[src/hdl/rc_frame_parser_crc8_channels_defines.svh]
// ---------------------------------------------------------------------------
// rc frame parser assertion macros
// clocked assertion helpers for the rc frame parser, empty for synthesis
// ---------------------------------------------------------------------------
`ifndef RC_FRAME_PARSER_CRC8_CHANNELS_DEFINES_SVH
`define RC_FRAME_PARSER_CRC8_CHANNELS_DEFINES_SVH
`ifndef SYNTH
// check on every clock edge outside reset
`define RFP_ASSERT(lbl, prop) \
   lbl: assert property (@(posedge clock) disable iff (reset) prop) \
      else $error("rc frame parser assertion failed");
// check on every clock edge, reset included
`define RFP_ASSERT_ALWAYS(lbl, prop) \
   lbl: assert property (@(posedge clock) prop) \
      else $error("rc frame parser assertion failed");
`else
`define RFP_ASSERT(lbl, prop)
`define RFP_ASSERT_ALWAYS(lbl, prop)
`endif
`endif

[src/hdl/rfp_pkg.sv]
// ---------------------------------------------------------------------------
// rc frame parser package
// shared constants, stage type and crc helper for the rc frame parser
// ---------------------------------------------------------------------------
`timescale 1ns / 1ps

package rfp_pkg;

   localparam int MAX_FRAME_LEN_DEF = 64;
   localparam int NUM_CH            = 7;
   localparam int NUM_CAP           = 10;
   localparam int RAW_W             = 11;
   localparam int US_W              = 12;

   localparam logic [7:0] SYNC_RESET = 8'd200;
   localparam logic [7:0] TYPE_RESET = 8'd22;
   localparam logic [7:0] CRC_POLY   = 8'hD5;

   // register indexes of the write port
   localparam logic CSR_SYNC_VALUE = 1'b0;
   localparam logic CSR_FRAME_TYPE = 1'b1;

   // us = US_BASE + floor((raw * 1024 + US_ROUND) / 1639)
   localparam int US_BASE     = 880;
   localparam int US_ROUND    = 884;
   localparam int NUM_W       = RAW_W + 10;
   localparam int RECIP_SHIFT = 32;
   localparam int RECIP_W     = 22;
   localparam logic [RECIP_W-1:0] RECIP = 22'd2620481;

   localparam logic [NUM_CH-1:0][US_W-1:0] CH_RESET = {
      12'd1000, 12'd1000, 12'd1000, 12'd1500, 12'd1000, 12'd1500, 12'd1500
   };

   typedef struct packed {
      logic                          ok;
      logic                          failsafe;
      logic [NUM_CH-1:0][RAW_W-1:0]  raw;
   } stage_type;

   function automatic logic [7:0] crc_update(input logic [7:0] crc, input logic [7:0] b);
      logic [7:0] c;
      c = crc ^ b;
      for (int i = 0; i < 8; i++) begin
         if (c[7]) begin
            c = {c[6:0], 1'b0} ^ CRC_POLY;
         end else begin
            c = {c[6:0], 1'b0};
         end
      end
      return c;
   endfunction

endpackage

[src/hdl/rfp_parser.sv]
// ---------------------------------------------------------------------------
// rc frame parser byte stage
// frame state machine, running crc and payload capture, one byte per cycle while take is high
// ---------------------------------------------------------------------------
`timescale 1ns / 1ps

module rfp_parser #(
   parameter int MAX_FRAME_LEN = rfp_pkg::MAX_FRAME_LEN_DEF
) (
   input  logic                clock,
   input  logic                reset,
   input  logic                take,
   input  logic                drain,
   input  logic [7:0]          rx_byte,
   input  logic [7:0]          sync_value,
   input  logic [7:0]          channels_frame_type,
   output logic                s1_valid,
   output rfp_pkg::stage_type  s1
);

   localparam logic [7:0] LEN_MAX   = 8'(MAX_FRAME_LEN);
   localparam int         CAP_IDX_W = $clog2(rfp_pkg::NUM_CAP);

   typedef enum logic [2:0] {
      PH_SYNC    = 3'd0,
      PH_LEN     = 3'd1,
      PH_TYPE    = 3'd2,
      PH_PAYLOAD = 3'd3,
      PH_CRC     = 3'd4
   } phase_type;

   phase_type phase_ff, phase_in;
   logic [7:0] len_ff, len_in;
   logic [7:0] kind_ff, kind_in;
   logic [7:0] count_ff, count_in;
   logic [7:0] crc_ff, crc_in;
   logic [rfp_pkg::NUM_CAP-1:0][7:0] cap_ff, cap_in;
   logic fs_ff, fs_in;
   logic ok;
   logic s1_valid_ff, s1_valid_in;
   rfp_pkg::stage_type s1_ff, s1_in;
   logic [rfp_pkg::NUM_CAP*8-1:0] cap_flat;

   always_comb begin
      phase_in = phase_ff;
      len_in   = len_ff;
      kind_in  = kind_ff;
      count_in = count_ff;
      crc_in   = crc_ff;
      cap_in   = cap_ff;
      fs_in    = fs_ff;
      ok       = 1'b0;
      unique case (phase_ff)
         PH_LEN: begin
            if (rx_byte >= 8'd2 && rx_byte <= LEN_MAX) begin
               len_in   = rx_byte;
               phase_in = PH_TYPE;
            end else begin
               phase_in = PH_SYNC;
            end
         end
         PH_TYPE: begin
            kind_in  = rx_byte;
            count_in = 8'd0;
            crc_in   = rfp_pkg::crc_update(8'd0, rx_byte);
            phase_in = (len_ff <= 8'd2) ? PH_CRC : PH_PAYLOAD;
         end
         PH_PAYLOAD: begin
            if (count_ff < 8'(rfp_pkg::NUM_CAP)) begin
               cap_in[count_ff[CAP_IDX_W-1:0]] = rx_byte;
            end
            crc_in   = rfp_pkg::crc_update(crc_ff, rx_byte);
            count_in = count_ff + 8'd1;
            if ({1'b0, count_in} + 9'd2 >= {1'b0, len_ff}) begin
               phase_in = PH_CRC;
            end
         end
         PH_CRC: begin
            phase_in = PH_SYNC;
            if (crc_ff == rx_byte && kind_ff == channels_frame_type) begin
               ok    = 1'b1;
               fs_in = 1'b0;
            end
         end
         default: begin
            phase_in = (rx_byte == sync_value) ? PH_LEN : PH_SYNC;
         end
      endcase
   end

   // channels are packed lsb first across the captured bytes
   assign cap_flat = cap_ff;

   always_comb begin
      s1_in.ok       = ok;
      s1_in.failsafe = fs_in;
      for (int i = 0; i < rfp_pkg::NUM_CH; i++) begin
         s1_in.raw[i] = cap_flat[i*rfp_pkg::RAW_W +: rfp_pkg::RAW_W];
      end
   end

   always_comb begin
      if (take) begin
         s1_valid_in = 1'b1;
      end else if (drain) begin
         s1_valid_in = 1'b0;
      end else begin
         s1_valid_in = s1_valid_ff;
      end
   end

   always_ff @(posedge clock) begin
      if (reset) begin
         phase_ff    <= PH_SYNC;
         len_ff      <= 8'd0;
         kind_ff     <= 8'd0;
         count_ff    <= 8'd0;
         crc_ff      <= 8'd0;
         cap_ff      <= '0;
         fs_ff       <= 1'b1;
         s1_valid_ff <= 1'b0;
         s1_ff       <= '0;
      end else begin
         s1_valid_ff <= s1_valid_in;
         if (take) begin
            phase_ff <= phase_in;
            len_ff   <= len_in;
            kind_ff  <= kind_in;
            count_ff <= count_in;
            crc_ff   <= crc_in;
            cap_ff   <= cap_in;
            fs_ff    <= fs_in;
            s1_ff    <= s1_in;
         end
      end
   end

   assign s1_valid = s1_valid_ff;
   assign s1       = s1_ff;

endmodule

[src/hdl/rfp_ch_conv.sv]
// ---------------------------------------------------------------------------
// rc frame parser channel converter
// maps one 11-bit raw channel to a pulse width in microseconds
// ---------------------------------------------------------------------------
`timescale 1ns / 1ps

module rfp_ch_conv (
   input  logic [rfp_pkg::RAW_W-1:0] raw,
   output logic [rfp_pkg::US_W-1:0]  us
);

   localparam int PROD_W = rfp_pkg::NUM_W + rfp_pkg::RECIP_W;

   logic [rfp_pkg::NUM_W-1:0] num;
   logic [PROD_W-1:0]         prod;
   logic [rfp_pkg::RAW_W-1:0] quot;

   // divide by 1639 through a reciprocal, exact over the whole numerator range
   assign num  = {raw, 10'd0} + rfp_pkg::NUM_W'(rfp_pkg::US_ROUND);
   assign prod = PROD_W'(num) * PROD_W'(rfp_pkg::RECIP);
   assign quot = prod[rfp_pkg::RECIP_SHIFT +: rfp_pkg::RAW_W];
   assign us   = rfp_pkg::US_W'(rfp_pkg::US_BASE) + {1'b0, quot};

endmodule

[src/hdl/rc_frame_parser_crc8_channels.sv]
// ---------------------------------------------------------------------------
// rc frame parser with crc-8 and channel decode
// top level: write port, parser stage, channel conversion and result stage
// ---------------------------------------------------------------------------
// Usage:
//  req_ channel carries one received byte per item; every accepted byte
//  produces exactly one rsp_ item carrying frame_ok, failsafe and the seven
//  channel pulse widths as they stand after that byte.
//  csr_ port writes sync_value (index 0) and channels_frame_type (index 1)
//  in the cycle csr_we is high; write only while no item is in flight.
//  An accepted byte's result is registered after the parser stage and again
//  after conversion before it shows on rsp_.
//  Throughput: one byte per cycle while rsp_ready stays high; the seven parallel
//  reciprocal converters are combinational between the parser and result stages.
//  Reset: parser returns to sync search, failsafe is set, channels load
//  their idle pulse widths and both stages empty.
//  Stall: a result held by rsp_ready low keeps one more byte in the parser
//  stage; req_ready drops only when both stages are full.
// ---------------------------------------------------------------------------
`timescale 1ns / 1ps
`include "rc_frame_parser_crc8_channels_defines.svh"

module rc_frame_parser_crc8_channels #(
   parameter int MAX_FRAME_LEN = rfp_pkg::MAX_FRAME_LEN_DEF
) (
   input  logic                      clock,
   input  logic                      reset,
   input  logic                      csr_we,
   input  logic                      csr_index,
   input  logic [7:0]                csr_wdata,
   input  logic                      req_valid,
   output logic                      req_ready,
   input  logic [7:0]                req_rx_byte,
   output logic                      rsp_valid,
   input  logic                      rsp_ready,
   output logic                      rsp_frame_ok,
   output logic                      rsp_failsafe,
   output logic [rfp_pkg::US_W-1:0]  rsp_roll_us,
   output logic [rfp_pkg::US_W-1:0]  rsp_pitch_us,
   output logic [rfp_pkg::US_W-1:0]  rsp_throttle_us,
   output logic [rfp_pkg::US_W-1:0]  rsp_yaw_us,
   output logic [rfp_pkg::US_W-1:0]  rsp_arm_us,
   output logic [rfp_pkg::US_W-1:0]  rsp_mode_us,
   output logic [rfp_pkg::US_W-1:0]  rsp_return_us
);

   logic [7:0] sync_ff;
   logic [7:0] ftype_ff;
   logic take;
   logic drain;
   logic s1_valid;
   rfp_pkg::stage_type s1;
   logic [rfp_pkg::NUM_CH-1:0][rfp_pkg::US_W-1:0] conv_us;
   logic [rfp_pkg::NUM_CH-1:0][rfp_pkg::US_W-1:0] ch_ff;
   logic rsp_valid_ff, rsp_valid_in;
   logic ok_ff;
   logic fs_ff;

   always_ff @(posedge clock) begin
      if (reset) begin
         sync_ff  <= rfp_pkg::SYNC_RESET;
         ftype_ff <= rfp_pkg::TYPE_RESET;
      end else if (csr_we) begin
         unique case (csr_index)
            rfp_pkg::CSR_SYNC_VALUE: sync_ff  <= csr_wdata;
            rfp_pkg::CSR_FRAME_TYPE: ftype_ff <= csr_wdata;
            default: ;
         endcase
      end
   end

   assign drain     = s1_valid && (!rsp_valid_ff || rsp_ready);
   assign req_ready = !s1_valid || drain;
   assign take      = req_valid && req_ready;

   rfp_parser #(
      .MAX_FRAME_LEN(MAX_FRAME_LEN)
   ) u_parser (
      .clock               (clock),
      .reset               (reset),
      .take                (take),
      .drain               (drain),
      .rx_byte             (req_rx_byte),
      .sync_value          (sync_ff),
      .channels_frame_type (ftype_ff),
      .s1_valid            (s1_valid),
      .s1                  (s1)
   );

   for (genvar g = 0; g < rfp_pkg::NUM_CH; g++) begin : g_conv
      rfp_ch_conv u_conv (
         .raw (s1.raw[g]),
         .us  (conv_us[g])
      );
   end

   always_comb begin
      if (drain) begin
         rsp_valid_in = 1'b1;
      end else if (rsp_ready) begin
         rsp_valid_in = 1'b0;
      end else begin
         rsp_valid_in = rsp_valid_ff;
      end
   end

   // channel registers hold the decoded state between good frames
   always_ff @(posedge clock) begin
      if (reset) begin
         rsp_valid_ff <= 1'b0;
         ok_ff        <= 1'b0;
         fs_ff        <= 1'b1;
         ch_ff        <= rfp_pkg::CH_RESET;
      end else begin
         rsp_valid_ff <= rsp_valid_in;
         if (drain) begin
            ok_ff <= s1.ok;
            fs_ff <= s1.failsafe;
            if (s1.ok) begin
               ch_ff <= conv_us;
            end
         end
      end
   end

   assign rsp_valid       = rsp_valid_ff;
   assign rsp_frame_ok    = ok_ff;
   assign rsp_failsafe    = fs_ff;
   assign rsp_roll_us     = ch_ff[0];
   assign rsp_pitch_us    = ch_ff[1];
   assign rsp_throttle_us = ch_ff[2];
   assign rsp_yaw_us      = ch_ff[3];
   assign rsp_arm_us      = ch_ff[4];
   assign rsp_mode_us     = ch_ff[5];
   assign rsp_return_us   = ch_ff[6];

   `RFP_ASSERT(a_ok_clears_failsafe, rsp_valid && rsp_frame_ok |-> !rsp_failsafe)
   `RFP_ASSERT(a_failsafe_sticks_clear, !rsp_failsafe |=> !rsp_failsafe)
   `RFP_ASSERT(a_stall_only_when_full, !req_ready |-> (rsp_valid && !rsp_ready))
   `RFP_ASSERT(a_ok_only_after_drain, $rose(rsp_frame_ok) |-> $past(drain))

endmodule

[config.mk]
export PLATFORM = sky130hd
export DESIGN_NAME = rc_frame_parser_crc8_channels
export DESIGN_NICKNAME = d
export VERILOG_FILES = /design/src/hdl/rfp_pkg.sv /design/src/hdl/rfp_parser.sv /design/src/hdl/rfp_ch_conv.sv /design/src/hdl/rc_frame_parser_crc8_channels.sv
export VERILOG_INCLUDE_DIRS = /design/src /design/src/hdl
export SDC_FILE = /design/constraint.sdc
export NUM_CORES = 2
export LEC_CHECK = 0
export ABC_AREA = 1
export BUFFER_PORTS_ARGS = -buffer_cell sky130_fd_sc_hd__buf_4
export CAP_MARGIN = 20
export CORE_MARGIN = 5
export CORE_UTILIZATION = 65
export CTS_BUF_LIST = sky130_fd_sc_hd__clkbuf_8
export CTS_CLUSTER_SIZE = 14
export DETAILED_ROUTE_END_ITERATION = 7
export PLACE_DENSITY_LB_ADDON = 0.15
export RECOVER_POWER = 25
export REMOVE_ABC_BUFFERS = 1
export SKIP_CTS_REPAIR_TIMING = 1
export SYNTH_ARGS = -nofsm -noshare
export SYNTH_HDL_FRONTEND = slang
export SYNTH_SLANG_ARGS = --single-unit
[constraint.sdc]
create_clock -name clock -period 10.4 [get_ports clock]
set_input_delay 1.04 -clock clock [delete_from_list [all_inputs] [get_ports clock]]
set_output_delay 1.04 -clock clock [all_outputs]
set_load 0.01 [all_outputs]
Yosys cells after proc, flatten, opt, wreduce, memory -nomap -nowiden
Cells that the tools add are included.
{ "word_totals": {"out_inout_bits": 88, "inputBits": 22, "register_bits": 299} }
{ "classes": {"n_lt_le_gt_ge": 7, "n_mul": 7, "eq_ne": 8, "bitwise_logic": 18, "n_addsub": 16, "n_reduce_logical": 20, "n_mux": 48} }
{ "op_table": {"columns": ["op", "n"], "rows": [
  ["$mul A21 B22 Y43 const B", 7],
  ["$mux W8", 31],
  ["$add A21 B10 Y21 const B", 7],
  ["$add A10 B11 Y12 const A", 7],
  ["$bwmux W80", 1],
  ["$not A5 Y5", 16],
  ["$demux W8 S4", 1],
  ["$pmux W8 S2", 2],
  ["$eq A8 B8 Y1", 3],
  ["$pmux W3 S4", 1],
  ["$reduce_and A2 Y1", 6],
  ["$add A8 B2 Y9 const B", 1],
  ["$ge A9 B8 Y1", 1],
  ["$mux W1", 9],
  ["$add A8 B1 Y8 const B", 1],
  ["$ge A8 B2 Y1 const B", 1],
  ["$le A8 B2 Y1 const B", 1],
  ["$le A8 B7 Y1 const B", 1],
  ["$lt A8 B4 Y1 const B", 1],
  ["$xor A8 B8 Y8", 1],
  ["$eq A3 B2 Y1 const B", 2],
  ["$mux W3", 2],
  ["$reduce_and A3 Y1", 2],
  ["$reduce_bool A2 Y1", 3],
  ["other kinds (10)", 16]
]} }

Depth between registers and ports, before layout
{ "depth": {"depth_word": 25, "mapped_depth": 31, "ltp_nobuf": 31} }

Hierarchy
From an unflattened synthesis, not the netlist that was laid out.
{ "unflattened": {"hier_cells": 6576, "hier_area_um2": 48420.2} }
{ "modules_own_cells": {"columns": ["mod", "instances", "seq_area_each_um2", "area_per_inst_um2", "cells_each"], "rows": [
  ["rfp_ch_conv at g_conv[0].u_conv ...", 4, 0.0, 5117.4, 694],
  ["rfp_parser", 1, 3863.7, 8394.3, 1119],
  ["rfp_ch_conv at g_conv[5].u_conv", 1, 0.0, 5076.1, 685],
  ["rfp_ch_conv at g_conv[1].u_conv", 1, 0.0, 5057.4, 692],
  ["rfp_ch_conv at g_conv[6].u_conv", 1, 0.0, 5046.1, 677],
  ["rc_frame_parser_crc8_channels", 1, 2062.0, 4376.7, 627]
]} }

Worst setup path before layout
OpenSTA, ideal clock, no wires.
{ "synth_path": {"path_type": "reg2reg", "startpoint": "reg u_parser.s1_ff (netlist bit u_parser.s1[27])", "endpoint": "reg ch_ff (netlist bit rsp_throttle_us[10])", "path_slack_ns": 4.549, "synth_period_minus_slack_ns": 5.851, "setup_ns": 0.064, "arrival_time_ns": 5.787, "stages_incl_launch_ff": 29, "n_path_buf": 0, "path_cell_list": "dfxtp_1 inv_1 fa_1 inv_1 fa_1 inv_1 fa_1 inv_1 fa_1 inv_1 fa_1 inv_1 ha_1 ha_1 ha_1 nand2_1 nor2_1 nand2_1 nor3b_1 nand2_1 nand3_1 nand2_1 nand2_1 ha_1 nand2_1 nand2_1 nand2_1 and2_1 nor2_1"} }
{ "synth_via": {"elab_chain_len": 3} }
{ "synth_lines": {"columns": ["element", "line_no", "rtl"], "rows": [
  ["from (decl)", "rfp_parser.sv:41", "rfp_pkg::stage_type s1_ff, s1_in;"],
  ["from (signal assigned)", "rfp_parser.sv:133", "s1_ff <= s1_in;"],
  ["$add A21 B10 Y21", "rfp_ch_conv.sv:19", "assign num = {raw, 10'd0} + rfp_pkg::NUM_W'(rfp_pkg::US_ROUND);"],
  ["$mul A21 B22 Y43", "rfp_ch_conv.sv:20", "assign prod = PROD_W'(num) * PROD_W'(rfp_pkg::RECIP);"],
  ["$add A10 B11 Y12", "rfp_ch_conv.sv:22", "assign us = rfp_pkg::US_W'(rfp_pkg::US_BASE) + {1'b0, quot};"],
  ["to (signal assigned)", "rc_frame_parser_crc8_channels.sv:113", "ch_ff <= rfp_pkg::CH_RESET;"],
  ["to (signal assigned)", "rc_frame_parser_crc8_channels.sv:120", "ch_ff <= conv_us;"],
  ["to (decl)", "rc_frame_parser_crc8_channels.sv:54", "logic [rfp_pkg::NUM_CH-1:0][rfp_pkg::US_W-1:0] ch_ff;"]
]} }
No other way between the ends.
A chain may end at the register's enable or synchronous reset.

==> run_results.csv <==
group,metric,value,unit
logic_synthesis,synthMostInstantiatedCell,"inv_1",
power_and_ir_drop,total_power,12.3,mW
logic_synthesis,synthFlopType,"dfxtp_1",
min_path,hp-class,"reg -> reg",
placement,dpl.hpwl,92600,µm
logic_synthesis,synth-edff-count,0,
clock_network,clk_pin_slew,60,ps
clock_network,cts_root_buffer,"clkbuf_8",
timing,final.setup.tns,0,ps
power_and_ir_drop,clkPwrFrac,0.108,
drt,viasPerCell,5.35,
logic_synthesis,yosysUniqueCellTypes,54,
worst_setup_path,cp.required,10960,ps
drt,drtPass1Iterations,6,
drt,routed_wl,112000,µm
worst_setup_path,crit_slowest_cell,"clkinvlp_2",
floorplan,coreArea,70000,µm²
power_and_ir_drop,swShare,0.554,
outcome,status,"finished with violations",
timing,fin_skew,26.6,ps
floorplan,die_area,76100,µm²
worst_setup_path,crit_chain,"clkbuf_1 -> clkinvlp_2 -> buf_4 -> o21ai_0 -> o21bai_1 -> inv_1",
timing,worst_pin_slew,4050,ps
logic_synthesis,ys_ff_latch,296,
logic_synthesis,syn_inst,6104,
clock_network,cts_tree,"built",
timing,period_share,0.674,
worst_setup_path,critPathKind,"in -> reg",
outcome,violations,"max-capacitance violations, max-slew violations",
timing,slew_headroom,-1.70,
drt,drtAntennaViolNets,0,
clock_network,htreeDepth,2,
clock_network,cts_buffers,55,
power_and_ir_drop,seqPwrFrac,0.099,
floorplan,die_y,276,µm
logic_synthesis,syn-cell-area,46000,µm²
job,drv_cap,2,
logic_synthesis,yosysSeqAreaShare,0.129,
worst_setup_path,timing.rr.end,"rsp_arm_us[11]",
drt,vias,38500,
power_and_ir_drop,p_int,5.47,mW
power_and_ir_drop,ir_worst_vdd,0.240,mV
cells_and_area,syn_to_final_growth,6.16,%
logic_synthesis,synthTopCellsByArea,"ha_1 28%, fa_1 17%, dfxtp_1 13%",
worst_setup_path,arrival,7570,ps
timing,finalCriticalPeriod,7010,ps
worst_setup_path,crit_path_max_fanout,127,
timing,setup_viol,0,
drt,drt_iter0_drc,2072,
placement,gp_congestion,0.973,
min_path,hold_path_startpoint,"u_parser.cap_ff[26]",
grt,grt_first_pass_wirelength,185000,µm
worst_setup_path,worstSetupStartpointType,"primary input",
floorplan,ioPinCount,110,
logic_synthesis,yosysWarnings,0,
placement,numPortBuffers,109,
floorplan,die_w,276,µm
clock_network,clock_sink_count,296,
timing,fmax,143,MHz
cells_and_area,layout-drive-gt1-share,0.0335,
worst_setup_path,end_kind,"flop",
clock_network,clock_latency,670,ps
timing,rsz0062_at_grt,"no",
grt,grt-ovfl-total,0,
worst_setup_path,reg2reg_from,"u_parser.s1[49]",
logic_synthesis,synth.avg_cell_area,7.53,µm²
clock_network,clk_path_buf_depth,3,
grt,antenna_found_initial,8,
power_and_ir_drop,p_comb_frac,0.793,
logic_synthesis,synth_commonest_cells,"1370 x inv_1, 1118 x nand2_1, 1030 x ha_1",
min_path,worstHoldEndpoint,"u_parser.cap_ff[26]",
worst_setup_path,reg2reg_depth,24,
floorplan,rows,97,
drt,drc_errors,0,
power_and_ir_drop,power.density,251,nW/µm²
min_path,holdPathStages,2,
power_and_ir_drop,p_sw,6.80,mW
logic_synthesis,ys_async_sr_fraction,0,
worst_setup_path,slowest_delay,3520,ps
timing,hold_violations,0,
logic_synthesis,synth_top_cell_by_area,"ha_1",
timing,finalMaxSlewViolations,192,
cells_and_area,nets,7648,
drt,wl_per_cell,15.6,µm
worst_setup_path,r2r_setup_slack,3960,ps
floorplan,start_util,0.656,
logic_synthesis,yosysTopAreaCellShare,0.280,
grt,grt_max_degree,128,
grt,track_usage,0.295,
power_and_ir_drop,p_leak,27.0,nW
grt,grt_pass1_vias,38800,
==> placed cells by master, fill, tap and decap left out, types with 5 or more instances in the layout <==
| master | n |
|---|---|
| ha_1 | 1030 |
| diode_2 | 9 |
| o21ai_0 | 321 |
| dfxtp_1 | 296 |
| and2_1 | 6 |
| nand3_1 | 232 |
| inv_2 | 8 |
| nand4_1 | 26 |
| clkbuf_1 | 61 |
| clkbuf_8 | 66 |
| nor2_1 | 365 |
| nand2_1 | 1117 |
| clkinv_2 | 8 |
| o21bai_1 | 54 |
| a31oi_1 | 9 |
| xor2_1 | 59 |
| a21o_1 | 17 |
| o211ai_1 | 16 |
| nand2_2 | 18 |
| xnor2_1 | 55 |
| nand2_4 | 6 |
| buf_4 | 54 |
| nand3_2 | 5 |
| or2_2 | 11 |
| a21oi_1 | 466 |
| bufinv_16 | 8 |
| nor3_1 | 51 |
| clkinvlp_4 | 6 |
| nand3b_1 | 20 |
| inv_1 | 1376 |
| o21a_1 | 11 |
| conb_1 | 29 |
| nor4_1 | 12 |
| fa_1 | 387 |
==> worst max-delay path by stage <==
stage | startpoint | depth (start not counted) | endpoint | slack [ps]
2_1_floorplan | u_parser.s1[27] | 28 | rsp_throttle_us[8] | 4510
3_3_place_gp | u_parser.s1[27] | 28 | rsp_throttle_us[10] | 4210
3_5_place_dp | u_parser.s1[27] | 28 | rsp_throttle_us[10] | 4060
4_1_cts | u_parser.s1[27] | 28 | rsp_throttle_us[10] | 4060
5_1_grt | reset | 5 | u_parser.s1[61] | 2900
6_report | reset | 6 | rsp_yaw_us[0] | 3390
==> cell type report <==
class                           instances  area, µm²
Sequential cell                       296       5930
Fill cell                            6110      21200
Antenna cell                            9       22.5
Timing Repair Buffer                  115        634
Clock buffer                           66        908
Clock inverter                         30        360
Tap cell                              940       1180
Inverter                             1379       5180
Multi-Input combinational cell       4362      34600
==> layer usage <==
| metal | GRT usage | wire (µm) | share of wire |
|---|---|---|---|
| met1 | 0.367 | 48600 | 0.43 |
| met2 | 0.531 | 54400 | 0.49 |
| met4 | 0.103 | 3980 | 0.035 |
| met5 | 0 | 0 | 0 |
| met3 | 0.0347 | 5070 | 0.045 |
==> worst max-delay path: cells and delay by family <==
kind,cells,cell delay (ps)
buffers and inverters,4,5970
AOI/OAI and AO/OA,2,300
==> logic make-up after synthesis <==
kind of cell,count (synthesis),share of synthesized area
compound gates,907,0.105
xor+xnor,122,0.0251
fa+ha+maj,1417,0.449
buf+inv,1473,0.121
flops,296,0.129
other cells,2,0.000163
simple gates,1887,0.171
==> power by group through the flow <==
stage	clock network, mW	logic, mW	registers (mW)
global route	1.40	11.2	1.21
global placement	0	9.49	1.23
CTS	1.36	9.71	1.21
floorplan	0	7.23	1.21
finish	1.33	9.72	1.21
detailed placement	0	9.60	1.23
==> sequential cells by signal, summed over array words and instances, names as in the netlist, 3 cells and up <==
| signal | flops |
|---|---|
| rsp_throttle_us | 12 |
| u_parser.count_ff | 8 |
| u_parser.phase_ff | 3 |
| u_parser.len_ff | 8 |
| sync_ff | 8 |
| u_parser.crc_ff | 8 |
| u_parser.kind_ff | 8 |
| u_parser.cap_ff | 77 |
| rsp_mode_us | 12 |
| rsp_yaw_us | 12 |
| rsp_arm_us | 12 |
| ftype_ff | 8 |
| u_parser.s1 | 79 |
| rsp_roll_us | 12 |
| rsp_pitch_us | 12 |
| rsp_return_us | 12 |
==> per-stage QoR <==
stage / instances / utilization / cell area, µm² / hold slack, ps / setup WS (ps)
finish: 7197 / 0.697 / 48800 / 441 / 3390
global placement: 7092 / 0.682 / 47700 / 429 / 4210
floorplan: 6037 / - / 45700 / 419 / 4510
detailed placement: 7092 / 0.682 / 47700 / 433 / 4060
global route: 7195 / 0.697 / 48800 / 458 / 2900
CTS: 7188 / 0.700 / 49000 / 442 / 4060
No activity file was read; power rests on OpenSTA's default activity.
